[config.mk]
export PLATFORM = sky130hd
export DESIGN_NAME = n_queens_solution_enumerator
export DESIGN_NICKNAME = d
export VERILOG_FILES = /design/src/sv/nqse_pkg.sv /design/src/sv/nqse_row_mem.sv /design/src/sv/nqse_ctrl.sv /design/src/sv/n_queens_solution_enumerator.sv
export SDC_FILE = /design/constraint.sdc
export NUM_CORES = 1
export LEC_CHECK = 0
export BUFFER_PORTS_ARGS = -buffer_cell sky130_fd_sc_hd__buf_2
export CORE_ASPECT_RATIO = 0.9
export CORE_UTILIZATION = 57
export DETAILED_ROUTE_END_ITERATION = 8
export PLACE_DENSITY = 0.77
export SLEW_MARGIN = 0
export SYNTH_ARGS = -nofsm -noshare
export SYNTH_HDL_FRONTEND = slang
export SYNTH_SLANG_ARGS = --single-unit
[constraint.sdc]
create_clock -name clock -period 7.2 [get_ports clock]
set_input_delay 0.72 -clock clock [delete_from_list [all_inputs] [get_ports clock]]
set_output_delay 0.72 -clock clock [all_outputs]
set_load 0.05 [all_outputs]
[src/sv/nqse_pkg.sv]
package nqse_pkg;

   localparam int MAX_BOARD_DEF = 8;
   localparam int SIZE_W = 4;
   localparam int ROW_W = 4;
   localparam int ADDR_W = 4;
   localparam int PLACE_W = 32;
   localparam int COUNT_W = 32;
   localparam int NIBBLES = PLACE_W / 4;

   localparam logic OP_START = 1'b0;
   localparam logic OP_NEXT = 1'b1;

   typedef struct packed {
      logic operation;
      logic [SIZE_W-1:0] board_size;
   } req_item_type;

   typedef struct packed {
      logic found;
      logic exhausted;
      logic [PLACE_W-1:0] placement;
      logic [COUNT_W-1:0] solution_count;
   } rsp_item_type;

   typedef struct packed {
      logic wr_en;
      logic [ADDR_W-1:0] wr_addr;
      logic [ROW_W-1:0] wr_data;
      logic rd_en;
      logic [ADDR_W-1:0] rd_addr;
   } mem_cmd_type;

   typedef enum logic [2:0] {
      ST_IDLE,
      ST_LOAD,
      ST_TRY,
      ST_SCAN,
      ST_PACK_RD,
      ST_PACK_ACC
   } state_type;

endpackage

[src/sv/nqse_row_mem.sv]
module nqse_row_mem
   import nqse_pkg::*;
#(
   parameter int DEPTH = MAX_BOARD_DEF
) (
   input  logic clock,
   input  mem_cmd_type mem_cmd,
   output logic [ROW_W-1:0] rd_data
);

   localparam int AW = (DEPTH > 1) ? $clog2(DEPTH) : 1;

   logic [ROW_W-1:0] mem [DEPTH];
   logic [ROW_W-1:0] rd_data_ff;

   always_ff @(posedge clock) begin
      if (mem_cmd.wr_en) begin
         mem[mem_cmd.wr_addr[AW-1:0]] <= mem_cmd.wr_data;
      end
      if (mem_cmd.rd_en) begin
         rd_data_ff <= mem[mem_cmd.rd_addr[AW-1:0]];
      end
   end

   assign rd_data = rd_data_ff;

endmodule

[src/sv/nqse_ctrl.sv]
module nqse_ctrl
   import nqse_pkg::*;
#(
   parameter int MAX_BOARD = MAX_BOARD_DEF
) (
   input  logic clock,
   input  logic reset,
   input  logic start,
   output logic busy,
   input  req_item_type req_data,
   output logic rsp_strobe,
   output rsp_item_type rsp_data,
   output mem_cmd_type mem_cmd,
   input  logic [ROW_W-1:0] mem_rdata
);

   localparam int IW = (MAX_BOARD > 1) ? $clog2(MAX_BOARD) : 1;
   localparam int CW = ROW_W + 1;
   localparam logic [SIZE_W-1:0] SizeMax = SIZE_W'(MAX_BOARD);

   state_type state_ff, state_in;
   logic [SIZE_W-1:0] size_ff, size_in;
   logic searching_ff, searching_in;
   logic [IW-1:0] col_ff, col_in;
   logic [IW-1:0] idx_ff, idx_in;
   logic [CW-1:0] row_ff, row_in;
   logic [PLACE_W-1:0] place_ff, place_in;
   logic [COUNT_W-1:0] total_ff, total_in;
   logic rsp_strobe_ff, rsp_strobe_in;
   rsp_item_type rsp_ff, rsp_in;

   logic [SIZE_W-1:0] new_size;
   logic [CW-1:0] other;
   logic [CW-1:0] row_dist;
   logic [CW-1:0] col_dist;
   logic conflict;
   logic cand_ok;
   logic last_col;
   logic do_place;
   logic [COUNT_W-1:0] count_next;
   logic [PLACE_W-1:0] nibble;

   always_ff @(posedge clock) begin
      if (reset) begin
         state_ff <= ST_IDLE;
         size_ff <= '0;
         searching_ff <= 1'b0;
         total_ff <= '0;
         rsp_strobe_ff <= 1'b0;
      end else begin
         state_ff <= state_in;
         size_ff <= size_in;
         searching_ff <= searching_in;
         total_ff <= total_in;
         rsp_strobe_ff <= rsp_strobe_in;
      end
   end

   always_ff @(posedge clock) begin
      col_ff <= col_in;
      idx_ff <= idx_in;
      row_ff <= row_in;
      place_ff <= place_in;
      rsp_ff <= rsp_in;
   end

   always_comb begin
      new_size = (req_data.board_size > SizeMax) ? SizeMax : req_data.board_size;
      other = {1'b0, mem_rdata};
      row_dist = (other > row_ff) ? (other - row_ff) : (row_ff - other);
      col_dist = CW'(col_ff - idx_ff);
      conflict = (other == row_ff) || (row_dist == col_dist);
      cand_ok = (row_ff <= {1'b0, size_ff});
      last_col = (SIZE_W'(col_ff) == (size_ff - SIZE_W'(1)));
      count_next = (total_ff == '1) ? total_ff : (total_ff + COUNT_W'(1));
      nibble = PLACE_W'(mem_rdata - ROW_W'(1)) << {idx_ff, 2'b00};

      state_in = state_ff;
      size_in = size_ff;
      searching_in = searching_ff;
      col_in = col_ff;
      idx_in = idx_ff;
      row_in = row_ff;
      place_in = place_ff;
      total_in = total_ff;
      rsp_strobe_in = 1'b0;
      rsp_in = rsp_ff;
      mem_cmd = '0;
      do_place = 1'b0;

      case (state_ff)
         ST_IDLE: begin
            if (start) begin
               if (req_data.operation == OP_START) begin
                  size_in = new_size;
                  searching_in = (new_size != '0);
                  col_in = '0;
                  mem_cmd.wr_en = 1'b1;
                  mem_cmd.wr_addr = '0;
                  mem_cmd.wr_data = '0;
                  rsp_strobe_in = 1'b1;
                  rsp_in = '{found: 1'b0, exhausted: (new_size == '0),
                             placement: '0, solution_count: total_ff};
               end else if (!searching_ff) begin
                  rsp_strobe_in = 1'b1;
                  rsp_in = '{found: 1'b0, exhausted: 1'b1,
                             placement: '0, solution_count: total_ff};
               end else begin
                  // resume at the column of the last placement
                  mem_cmd.rd_en = 1'b1;
                  mem_cmd.rd_addr = ADDR_W'(col_ff);
                  state_in = ST_LOAD;
               end
            end
         end
         ST_LOAD: begin
            row_in = other + CW'(1);
            state_in = ST_TRY;
         end
         ST_TRY: begin
            if (!cand_ok) begin
               if (col_ff == '0) begin
                  searching_in = 1'b0;
                  rsp_strobe_in = 1'b1;
                  rsp_in = '{found: 1'b0, exhausted: 1'b1,
                             placement: '0, solution_count: total_ff};
                  state_in = ST_IDLE;
               end else begin
                  // backtrack: fetch the previous column's row
                  col_in = col_ff - IW'(1);
                  mem_cmd.rd_en = 1'b1;
                  mem_cmd.rd_addr = ADDR_W'(col_ff - IW'(1));
                  state_in = ST_LOAD;
               end
            end else if (col_ff == '0) begin
               do_place = 1'b1;
            end else begin
               idx_in = '0;
               mem_cmd.rd_en = 1'b1;
               mem_cmd.rd_addr = '0;
               state_in = ST_SCAN;
            end
         end
         ST_SCAN: begin
            if (conflict) begin
               row_in = row_ff + CW'(1);
               state_in = ST_TRY;
            end else if ((idx_ff + IW'(1)) == col_ff) begin
               do_place = 1'b1;
            end else begin
               idx_in = idx_ff + IW'(1);
               mem_cmd.rd_en = 1'b1;
               mem_cmd.rd_addr = ADDR_W'(idx_ff + IW'(1));
            end
         end
         ST_PACK_RD: begin
            mem_cmd.rd_en = 1'b1;
            mem_cmd.rd_addr = ADDR_W'(idx_ff);
            state_in = ST_PACK_ACC;
         end
         ST_PACK_ACC: begin
            // drop columns beyond what the placement word holds
            if (SIZE_W'(idx_ff) < SIZE_W'(NIBBLES)) begin
               place_in = place_ff | nibble;
            end
            if (SIZE_W'(idx_ff) == (size_ff - SIZE_W'(1))) begin
               total_in = count_next;
               rsp_strobe_in = 1'b1;
               rsp_in = '{found: 1'b1, exhausted: 1'b0,
                          placement: place_in, solution_count: count_next};
               state_in = ST_IDLE;
            end else begin
               idx_in = idx_ff + IW'(1);
               state_in = ST_PACK_RD;
            end
         end
         default: begin
            state_in = ST_IDLE;
         end
      endcase

      if (do_place) begin
         mem_cmd.wr_en = 1'b1;
         mem_cmd.wr_addr = ADDR_W'(col_ff);
         mem_cmd.wr_data = row_ff[ROW_W-1:0];
         if (last_col) begin
            place_in = '0;
            idx_in = '0;
            state_in = ST_PACK_RD;
         end else begin
            col_in = col_ff + IW'(1);
            row_in = CW'(1);
            state_in = ST_TRY;
         end
      end
   end

   assign busy = (state_ff != ST_IDLE);
   assign rsp_strobe = rsp_strobe_ff;
   assign rsp_data = rsp_ff;

endmodule

[src/sv/n_queens_solution_enumerator.sv]
// Start, and next while no search is open: result in the cycle after acceptance, busy stays low.
// Next during a search: a fetch per column, a try per candidate row plus a compare per
// earlier column checked against it, then a read and an accumulate step per column to pack.
// The column row memory has a single read port, so each stored row is read on its own.
// One item at a time; the receiver cannot stall.
// Synchronous reset clears the search, the solution count and the result strobe.
module n_queens_solution_enumerator
   import nqse_pkg::*;
#(
   parameter int MAX_BOARD = MAX_BOARD_DEF
) (
   input  logic clock,
   input  logic reset,
   input  logic start,
   output logic busy,
   input  req_item_type req_data,
   output logic rsp_strobe,
   output rsp_item_type rsp_data
);

   mem_cmd_type mem_cmd;
   logic [ROW_W-1:0] mem_rdata;

   nqse_ctrl #(
      .MAX_BOARD(MAX_BOARD)
   ) u_ctrl (
      .clock(clock),
      .reset(reset),
      .start(start),
      .busy(busy),
      .req_data(req_data),
      .rsp_strobe(rsp_strobe),
      .rsp_data(rsp_data),
      .mem_cmd(mem_cmd),
      .mem_rdata(mem_rdata)
   );

   nqse_row_mem #(
      .DEPTH(MAX_BOARD)
   ) u_row_mem (
      .clock(clock),
      .mem_cmd(mem_cmd),
      .rd_data(mem_rdata)
   );

endmodule

After elaboration in Yosys (flattened, before gate mapping)
Memories as Yosys holds them, arrays and structs flattened. A register that Yosys moved wholly into a read port is not among the register bits. Index checks and enable logic that the tools add are counted.

Register bits: 150. Bits in writable memories: 32. Bits of input ports: 8. Output and inout port bits: 68. Logic and storage cells: 141. Memories kept: 1.

Add/sub/neg operators: 13. $lt $le $gt $ge: 3. Equal/unequal tests: 22. Shift operators: 1. Muxes and demuxes: 73. Bitwise operators: 2. Reductions and logical operators: 13.

Memories: u_row_mem.mem (words 8, bits a word 4, rd ports 1, clocked after Yosys merged registers in 1, write ports 1, RTL line nqse_row_mem.sv:13) `logic [ROW_W-1:0] mem [DEPTH];`.

Operators by type and width (number): 66-bit 2-to-1 mux (6); 66-bit case mux with 3 select lines (1); 32-bit 2-to-1 mux (4); 3-bit 2-to-1 mux (22); 5-bit 2-to-1 mux (11); 32-bit by 1-bit adder with 32-bit output, second input constant (1); 32-bit equality test, second input constant (1); 32-bit OR (1); 32-bit by 5-bit << shifter with 32-bit output (1); 9-bit 2-to-1 mux (3); 5-bit case mux with 4 select lines (1); 3-bit case mux with 6 select lines (1); 1-bit 2-to-1 mux (16); 14-bit 2-to-1 mux (1); 5-bit case mux with 2 select lines (1); 5-bit AND reduction (2); 3-bit case mux with 3 select lines (1); 3-bit by 4-bit equality test with 1-bit output (2); 3-bit by 1-bit adder with 3-bit output, second input constant (2); 3-bit by 2-bit equality test with 1-bit output, second input constant (2); 3-bit equality test, second input constant (2); 3-bit logical NOT (2); 2-bit != test, second input constant (3); 3-bit by 1-bit != test with 1-bit output, second input constant (2); other kinds (34) (38).

Depth between registers and ports, before layout
Gate-level depths: netlist of run 1.

Word-level depth: 9. Depth in mapped cells: 15. Mapped depth without buffers: 14.

Cells and area by module
A second synthesis of run 1 with hierarchy kept.

Cell total of the unflattened synthesis: 908. Area, all modules: 9201.3 um2.

Modules (own cells, without submodules): nqse_ctrl (instances 1, cells each 845, area each 7791.2 um2, seq. area each 3663.5 um2); nqse_row_mem (instances 1, cells each 63, area each 1410.1 um2, seq. area each 1081.0 um2).

Least setup slack after synthesis of run 1
Ideal clock, no wire load.

Kind: register -> register. Start: reg u_ctrl.size_ff[0]. End: reg u_ctrl.rsp_ff, in the netlist u_ctrl.rsp_data[0] (enable). Library setup time: 519 ps. Arrival: 4621 ps. Data required time: 6681 ps. Setup slack: 2059 ps. Stages on the path, launching flop included: 8. Buffers on the path: 0. Clock period less this slack: 5141 ps. Path through: dfxtp_1 inv_1 ha_1 xnor2_1 xnor2_1 and4_1 nand2_1 a22oi_1.

Word-level cells in the longest chain between the ends: 4. Elaborated cells between the ends (all ways): 6. Classes of those cells: 1 x add/sub; 1 x order compare; 3 x eq/ne; 1 x reduce/logical.

Ends and longest elaborated chain: start: declaration (RTL line nqse_ctrl.sv:22) `logic [SIZE_W-1:0] size_ff, size_in;`; start signal: assignment (RTL line nqse_ctrl.sv:52) `size_ff <= size_in;`; 4-bit by 1-bit subtractor with 4-bit output (RTL line nqse_ctrl.sv:166) `if (SIZE_W'(idx_ff) == (size_ff - SIZE_W'(1))) begin`; 3-bit by 4-bit equality test with 1-bit output (RTL line nqse_ctrl.sv:166); 2-bit by 1-bit != test with 1-bit output (no line); 6-bit AND reduction (no line) (*); end signal: assignment (RTL line nqse_ctrl.sv:64) `rsp_ff <= rsp_in;`; end: declaration (RTL line nqse_ctrl.sv:30) `rsp_item_type rsp_ff, rsp_in;`.

Mark *: on every way between the ends. The rest lies on a longest branch, timed or not. A chain may end at the register's enable or synchronous reset.

Worst setup path after layout of run 1
Start: reg u_row_mem.rd_data_ff[0] (netlist: u_row_mem.rd_data[0]), read port of u_row_mem.mem. End: reg u_row_mem.rd_data_ff[2] (netlist: u_row_mem.rd_data[2]), read port of u_row_mem.mem, data pin.

Word-level cells in the longest chain between the ends: 6. Elaborated cells between the ends (all ways): 9. Classes of those cells: 2 x add/sub; 1 x order compare; 2 x eq/ne; 3 x mux; 1 x reduce/logical.

Ends and longest elaborated chain: start: declaration (RTL line nqse_row_mem.sv:14) `logic [ROW_W-1:0] rd_data_ff;`; 5-bit by 4-bit subtractor with 5-bit output, or another cell as far along (RTL line nqse_ctrl.sv:70) `row_dist = (other > row_ff) ? (other - row_ff) : (row_ff - other);`; 5-bit 2-to-1 mux (RTL line nqse_ctrl.sv:70); 5-bit equality test (RTL line nqse_ctrl.sv:72) `conflict = (other == row_ff) || (row_dist == col_dist);`; 1-bit logical OR (*) (RTL line nqse_ctrl.sv:72); 5-bit 2-to-1 mux (*) (RTL line nqse_ctrl.sv:145) `if (conflict) begin`; 5-bit case mux with 4 select lines (*) (RTL line nqse_ctrl.sv:91) `case (state_ff)`.

Marked as above.

==> results.cfg, run 1 <==
[cells_and_area]
instances_no_fill = 1195
multi_input_area_um2 = 4060
fill_cells = 1245
antenna_cells = 0
drive_above_1_share = 0.127
nets = 1019
finalInstanceArea_um2 = 10100
final_util = 0.655
seq_area_um2 = 4740
area_delta_synth_final_pct = 11.4

[worst_hold_path]
min-delay-start = u_ctrl.place_ff[15]
holdPathStages = 2
holdPathEnd = u_ctrl.place_ff[15]
hp-class = reg -> reg

[place]
portBuffers = 75
dp_cells = 1163
dp_hpwl_um = 13300
placed_cell_area_um2 = 9580
gp_congestion = 0.904

[grt]
grt_pass1_vias = 6370
grt_usage = 0.248
grt_max_degree = 68
grt_pass1_wl_um = 31500
antenna_found_initial = 1
overflow = 0

[sta]
final_hold_viol_count = 0
period_minus_slack_ns = 4.40
finalSetupViolations = 0
timing.hold.ws_ns = 0.455
rsz0062_at_grt = no
relSlewSlack = 0.315
clock_skew_ns = 0.00959
worst_slew_pin_slew_ns = 1.03
fmax_mhz = 227
fin_setup_tns_ns = 0
finalCritPeriodShare = 0.611
final-max-slew-violation-count = 0

[synth]
synthArstFlopShare = 0
synthFlopType = edfxtp_1
synth_edf_count = 102
synth_seq_cells = 186
synth_cell_types = 68
seq_area_frac_synth = 0.521
syn_inst = 922
ys_warn_count = 0
avgSynthCellArea_um2 = 9.87
synth_common_cells = nor2_1 (165), edfxtp_1 (102), dfxtp_1 (84), a21oi_1 (79), nand2_1 (70)
syn_nets = 961
yosysMostFrequentCell = nor2_1
synth_area_leaders = edfxtp_1 (34%), dfxtp_1 (18%), nor2_1 (6.8%)
yosys.area.top_type = edfxtp_1
syn_area_um2 = 9100
yosysTopAreaCellShare = 0.336

[critical_path]
cpPeakStageDelay_ns = 0.91
worst-path-buf-inv = 2
critPathMaxFanout = 16
critPathTopFamily = compound AO/OA/AOI/OAI gates
cp.depth = 12
r2r_start = u_row_mem.rd_data[0]
crit_chain = inv_1 -> ha_1 -> inv_1 -> fa_1 -> nor4_1 -> o31ai_2 -> mux2i_2 -> o21ai_2 -> o31ai_4 -> mux2i_1 -> mux2i_1 -> mux2_2
cp_slowest_cell = o31ai_4
cp-end-kind = register
reg2reg_to = u_row_mem.rd_data[2]
cp_data_required_time_ns = 7.39
reg2reg_setup_slack_ns = 2.80
critical_path_class = reg -> reg
cp_data_arrival_time_ns = 4.59
rr_worst_depth = 12
critPathLaunchType = register

[clocking]
cts_resized = 0
cts_htree_levels = 4
cts_buffer_depth = 2
clockRootBuffer = clkbuf_16
cts.reportedPaths.clkPinSlew_ns = 0.07
cts-buffers-inserted = 17
cts_tree = yes
cts_num_sinks = 186
cts-hold-fix-buffers = 0
cts_setup_buffers = 0
clk_latency_ns = 0.44

[floorplanning]
initial_core_util = 0.587
die_area_um2 = 16500
ioPinCount = 76
die_h_um = 122
core_um2 = 15500
die_w_um = 135
core.rowCount = 43

[run_status]
status = finished, final reports clean

[route]
drtIter0Drc = 709
drc_errors = 0
wl_um = 19300
viasPerCell = 5.73
vias = 6853
dr.pass1.iters = 5
wl_per_cell_um = 16.2
ant_nets = 0

[power]
leakage_nw = 3.94
irDropWorstVdd_mv = 0.319
power.density_nw_per_um2 = 420

[flow_run]
drv_cap = 0
## metrics by stage
stage,setup slack (ns),power (mW)
CTS,2.87,4.27
global route,2.51,4.48
detailed placement,2.89,3.37
global placement,3.09,3.35
finish,2.80,4.26
floorplan,2.06,3.00
## flip-flops by register name, indices dropped and copies added, names as in the netlist
register             count
u_ctrl.size_ff           4
u_row_mem.rd_data        4
u_ctrl.state_ff          3
u_row_mem.mem           32
u_ctrl.row_ff            5
u_ctrl.col_ff            3
u_ctrl.rsp_data         66
u_ctrl.searching_ff      1
u_ctrl.total_ff         32
u_ctrl.idx_ff            3
u_ctrl.place_ff         32
u_ctrl.rsp_strobe        1
## cell usage in the layout (no fill, tap or decap), types with 3 or more instances in the layout
cell type / instances
o21a_1: 3
buf_2: 75
edfxtp_1: 102
ha_1: 28
xnor2_1: 39
nor3b_1: 4
fa_1: 3
nand2b_1: 4
nor3_1: 22
o21ai_0: 30
or2_2: 3
mux2i_1: 27
a21oi_1: 79
a31oi_1: 6
inv_1: 33
and3_1: 8
a21o_1: 11
mux2_2: 6
o31a_1: 3
dfxtp_1: 84
xor2_1: 35
clkinvlp_4: 3
or3_1: 11
nor2_1: 165
buf_4: 3
and2_1: 8
nor4_1: 5
nand4_1: 18
o22ai_1: 5
and4_1: 3
nand2_1: 70
inv_6: 4
nor2b_1: 3
clkbuf_16: 17
nand3_1: 22
## per-layer routing
layer  vias to the layer above  global-route usage  wire [um]
met5                         -                   0          0
met4                         0              0.0892        369
met3                        32              0.0558       1020
met2                       215               0.392       8870
met1                      3247               0.334       9050
li1                       3359                   -          -
## cell type report
type                    count  share of cell area
flip-flops and latches    186               0.468
multi-input cells         663               0.400
clock buffers              20              0.0440
repair buffers             78              0.0392
well taps                 202              0.0249
inverters                  34              0.0126
clock inverters            12              0.0112
## worst max path at each step
stage                                     from                   end
after floorplan              u_ctrl.size_ff[0]    u_ctrl.rsp_data[0]
after global placement        u_ctrl.idx_ff[2]  u_row_mem.rd_data[1]
after detailed placement  u_row_mem.rd_data[0]  u_row_mem.rd_data[2]
after CTS                 u_row_mem.rd_data[0]  u_row_mem.rd_data[2]
after global routing          u_ctrl.idx_ff[2]  u_row_mem.rd_data[2]
final                     u_row_mem.rd_data[0]  u_row_mem.rd_data[2]
## where the power goes
part           switching, mW  total [mW]  leakage (nW)  internal, mW
Clock                  0.405       0.894         0.265         0.489
Sequential             0.163        1.58          1.65          1.42
Combinational           1.32        1.79          2.03         0.467
## cells by family (layout without fill, tap and decap cells)
logic type,after synthesis,count (layout),share of synthesized area
simple gates,358,358,0.179
flops,186,186,0.521
compound gates,166,166,0.111
xor+xnor,74,74,0.0712
buf+inv,73,144,0.0335
mux,34,34,0.0386
fa+ha+maj,31,31,0.0451
## worst reg2reg max path: stages, from the launching register on
cell      delay [ns]
edfxtp_1        0.52
inv_1           0.29
ha_1            0.22
inv_1           0.06
fa_1            0.40
nor4_1          0.40
o31ai_2         0.13
mux2i_2         0.27
o21ai_2         0.22
o31ai_4         0.91
mux2i_1         0.34
mux2i_1         0.12
mux2_2          0.28
Power figures use the tool's default switching activity.
==> run 2, diff against run 1 <==
clock period = 4.3 ns   (was 7.2 ns; I/O delays follow)
==> results.cfg, run 2 (same netlist as run 1, synthesis figures left out) <==
[cells_and_area]
fill_cells = 1168
nets = 1030
mostFrequentLayoutCells = nor2_1 (165), edfxtp_1 (102), dfxtp_1 (84), a21oi_1 (79), buf_2 (75)
seq_area_um2 = 4740
largest_reg_flops = 66
antenna_cells = 0
drive_above_1_share = 0.138
area_delta_synth_final_pct = 12.9
final_util = 0.663
multi_input_area_um2 = 4060
layout_commonest_cell = nor2_1

[sta]
fmax_mhz = 255
timing.hold.ws_ns = 0.291
fin_ws_ns = 0.372
finalCritPeriodShare = 0.914
final-max-slew-violation-count = 0
worst_slew_pin_slew_ns = 0.822
period_minus_slack_ns = 3.93
rsz0062_at_grt = no
relSlewSlack = 0.452
finalSetupViolations = 0
clock_skew_ns = 0.0164
final_hold_viol_count = 0
fin_setup_tns_ns = 0

[clocking]
cts-buffers-inserted = 17
cts_num_sinks = 186
cts.reportedPaths.clkPinSlew_ns = 0.07
cts_htree_levels = 4
cts-hold-fix-buffers = 0
cts_setup_buffers = 0
clockRootBuffer = clkbuf_16
cts_buffer_depth = 2
cts_resized = 0
clk_latency_ns = 0.44
cts_tree = yes

[floorplanning]
die_w_um = 135
ioPinCount = 76
initial_core_util = 0.587
core_um2 = 15500
die_h_um = 122
core.rowCount = 43
die_area_um2 = 16500

[route]
drc_errors = 0
drtIter0Drc = 593
vias = 6956
dr.pass1.iters = 5
ant_nets = 0
viasPerCell = 5.77
wl_um = 20100
wl_per_cell_um = 16.6

[critical_path]
critPathMaxFanout = 16
rr_worst_depth = 13
cp_common_cell = mux2i_1
crit_chain = inv_1 -> ha_1 -> nand4_2 -> and2_4 -> a211o_1 -> and3_1 -> mux2i_2 -> o21ai_2 -> o31ai_4 -> buf_4 -> mux2i_1 -> mux2i_1 -> mux2_2
cp-end-kind = register
critPathLaunchType = register
crit_path_end = u_row_mem.rd_data[1]
reg2reg_setup_slack_ns = 0.37
r2r_start = u_row_mem.rd_data[3]
cp_slowest_cell = edfxtp_1
crit_start = u_row_mem.rd_data[3]
cp_data_arrival_time_ns = 4.11
reg2reg_to = u_row_mem.rd_data[1]
critical_path_class = reg -> reg
cpPeakStageDelay_ns = 0.51
cp_data_required_time_ns = 4.48

[grt]
use_met1 = 0.353
grt_pass1_vias = 6545
grt_usage = 0.256
grt_max_degree = 68
overflow = 0
use_met3 = 0.0508
grt_pass1_wl_um = 32700
globalRouteMet2Util = 0.404
grt-busiest-layer = met2
antenna_found_initial = 1

[power]
leakage_nw = 4.03
p_total_mw = 7.31
power.density_nw_per_um2 = 712
irDropWorstVdd_mv = 0.518

[place]
portBuffers = 75
gp_congestion = 0.917
place_ws_ns = 0.451
dp_hpwl_um = 13700

[flow_run]
drv_cap = 0

[run_status]
status = finished, final reports clean

[worst_hold_path]
hp-class = in -> reg
==> run 2: critical path, delay by kind of cell, from the launching register on <==
family | cells | cell delay, ns
buf+inv | 2 | 0.46
mux | 4 | 0.91
simple gates | 3 | 0.58
flops | 1 | 0.51
compound gates | 3 | 0.75
fa+ha+maj | 1 | 0.46
==> run 2: layer usage <==
layer	routed length, um	vias to the layer above
met4	279	2
met5	10	-
met3	1130	24
met2	9230	244
met1	9420	3309
li1	-	3377
==> run 2: how the worst min path moves through the flow <==
stage,start,end,cells after the start
detailed placement,u_ctrl.place_ff[8],u_ctrl.place_ff[8],2
global route,req_data[3],u_ctrl.size_ff[3],3
floorplan,u_ctrl.place_ff[0],u_ctrl.place_ff[0],2
global placement,u_ctrl.place_ff[15],u_ctrl.place_ff[15],2
CTS,req_data[3],u_ctrl.size_ff[3],3
finish,req_data[3],u_ctrl.size_ff[3],3
==> run 2: power by group <==
group | switching (mW) | internal (mW) | leakage [nW] | total [mW]
combinational | 2.28 | 0.809 | 2.08 | 3.09
sequential | 0.220 | 2.38 | 1.65 | 2.60
clock | 0.692 | 0.927 | 0.298 | 1.62
==> run 2: area by class of cell <==
cell class	instances	area share
clock buffers	18	0.0418
clock inverters	14	0.0175
well taps	202	0.0246
flip-flops and latches	186	0.462
repair buffers	89	0.0468
multi-input cells	663	0.395
inverters	34	0.0124
==> run 2: per-stage QoR <==
stage          instance area (um^2)  instances
2_1_floorplan                  9110        922
3_3_place_gp                   9670       1174
3_5_place_dp                   9670       1174
4_1_cts                       10300       1206
5_1_grt                       10300       1206
6_report                      10300       1206
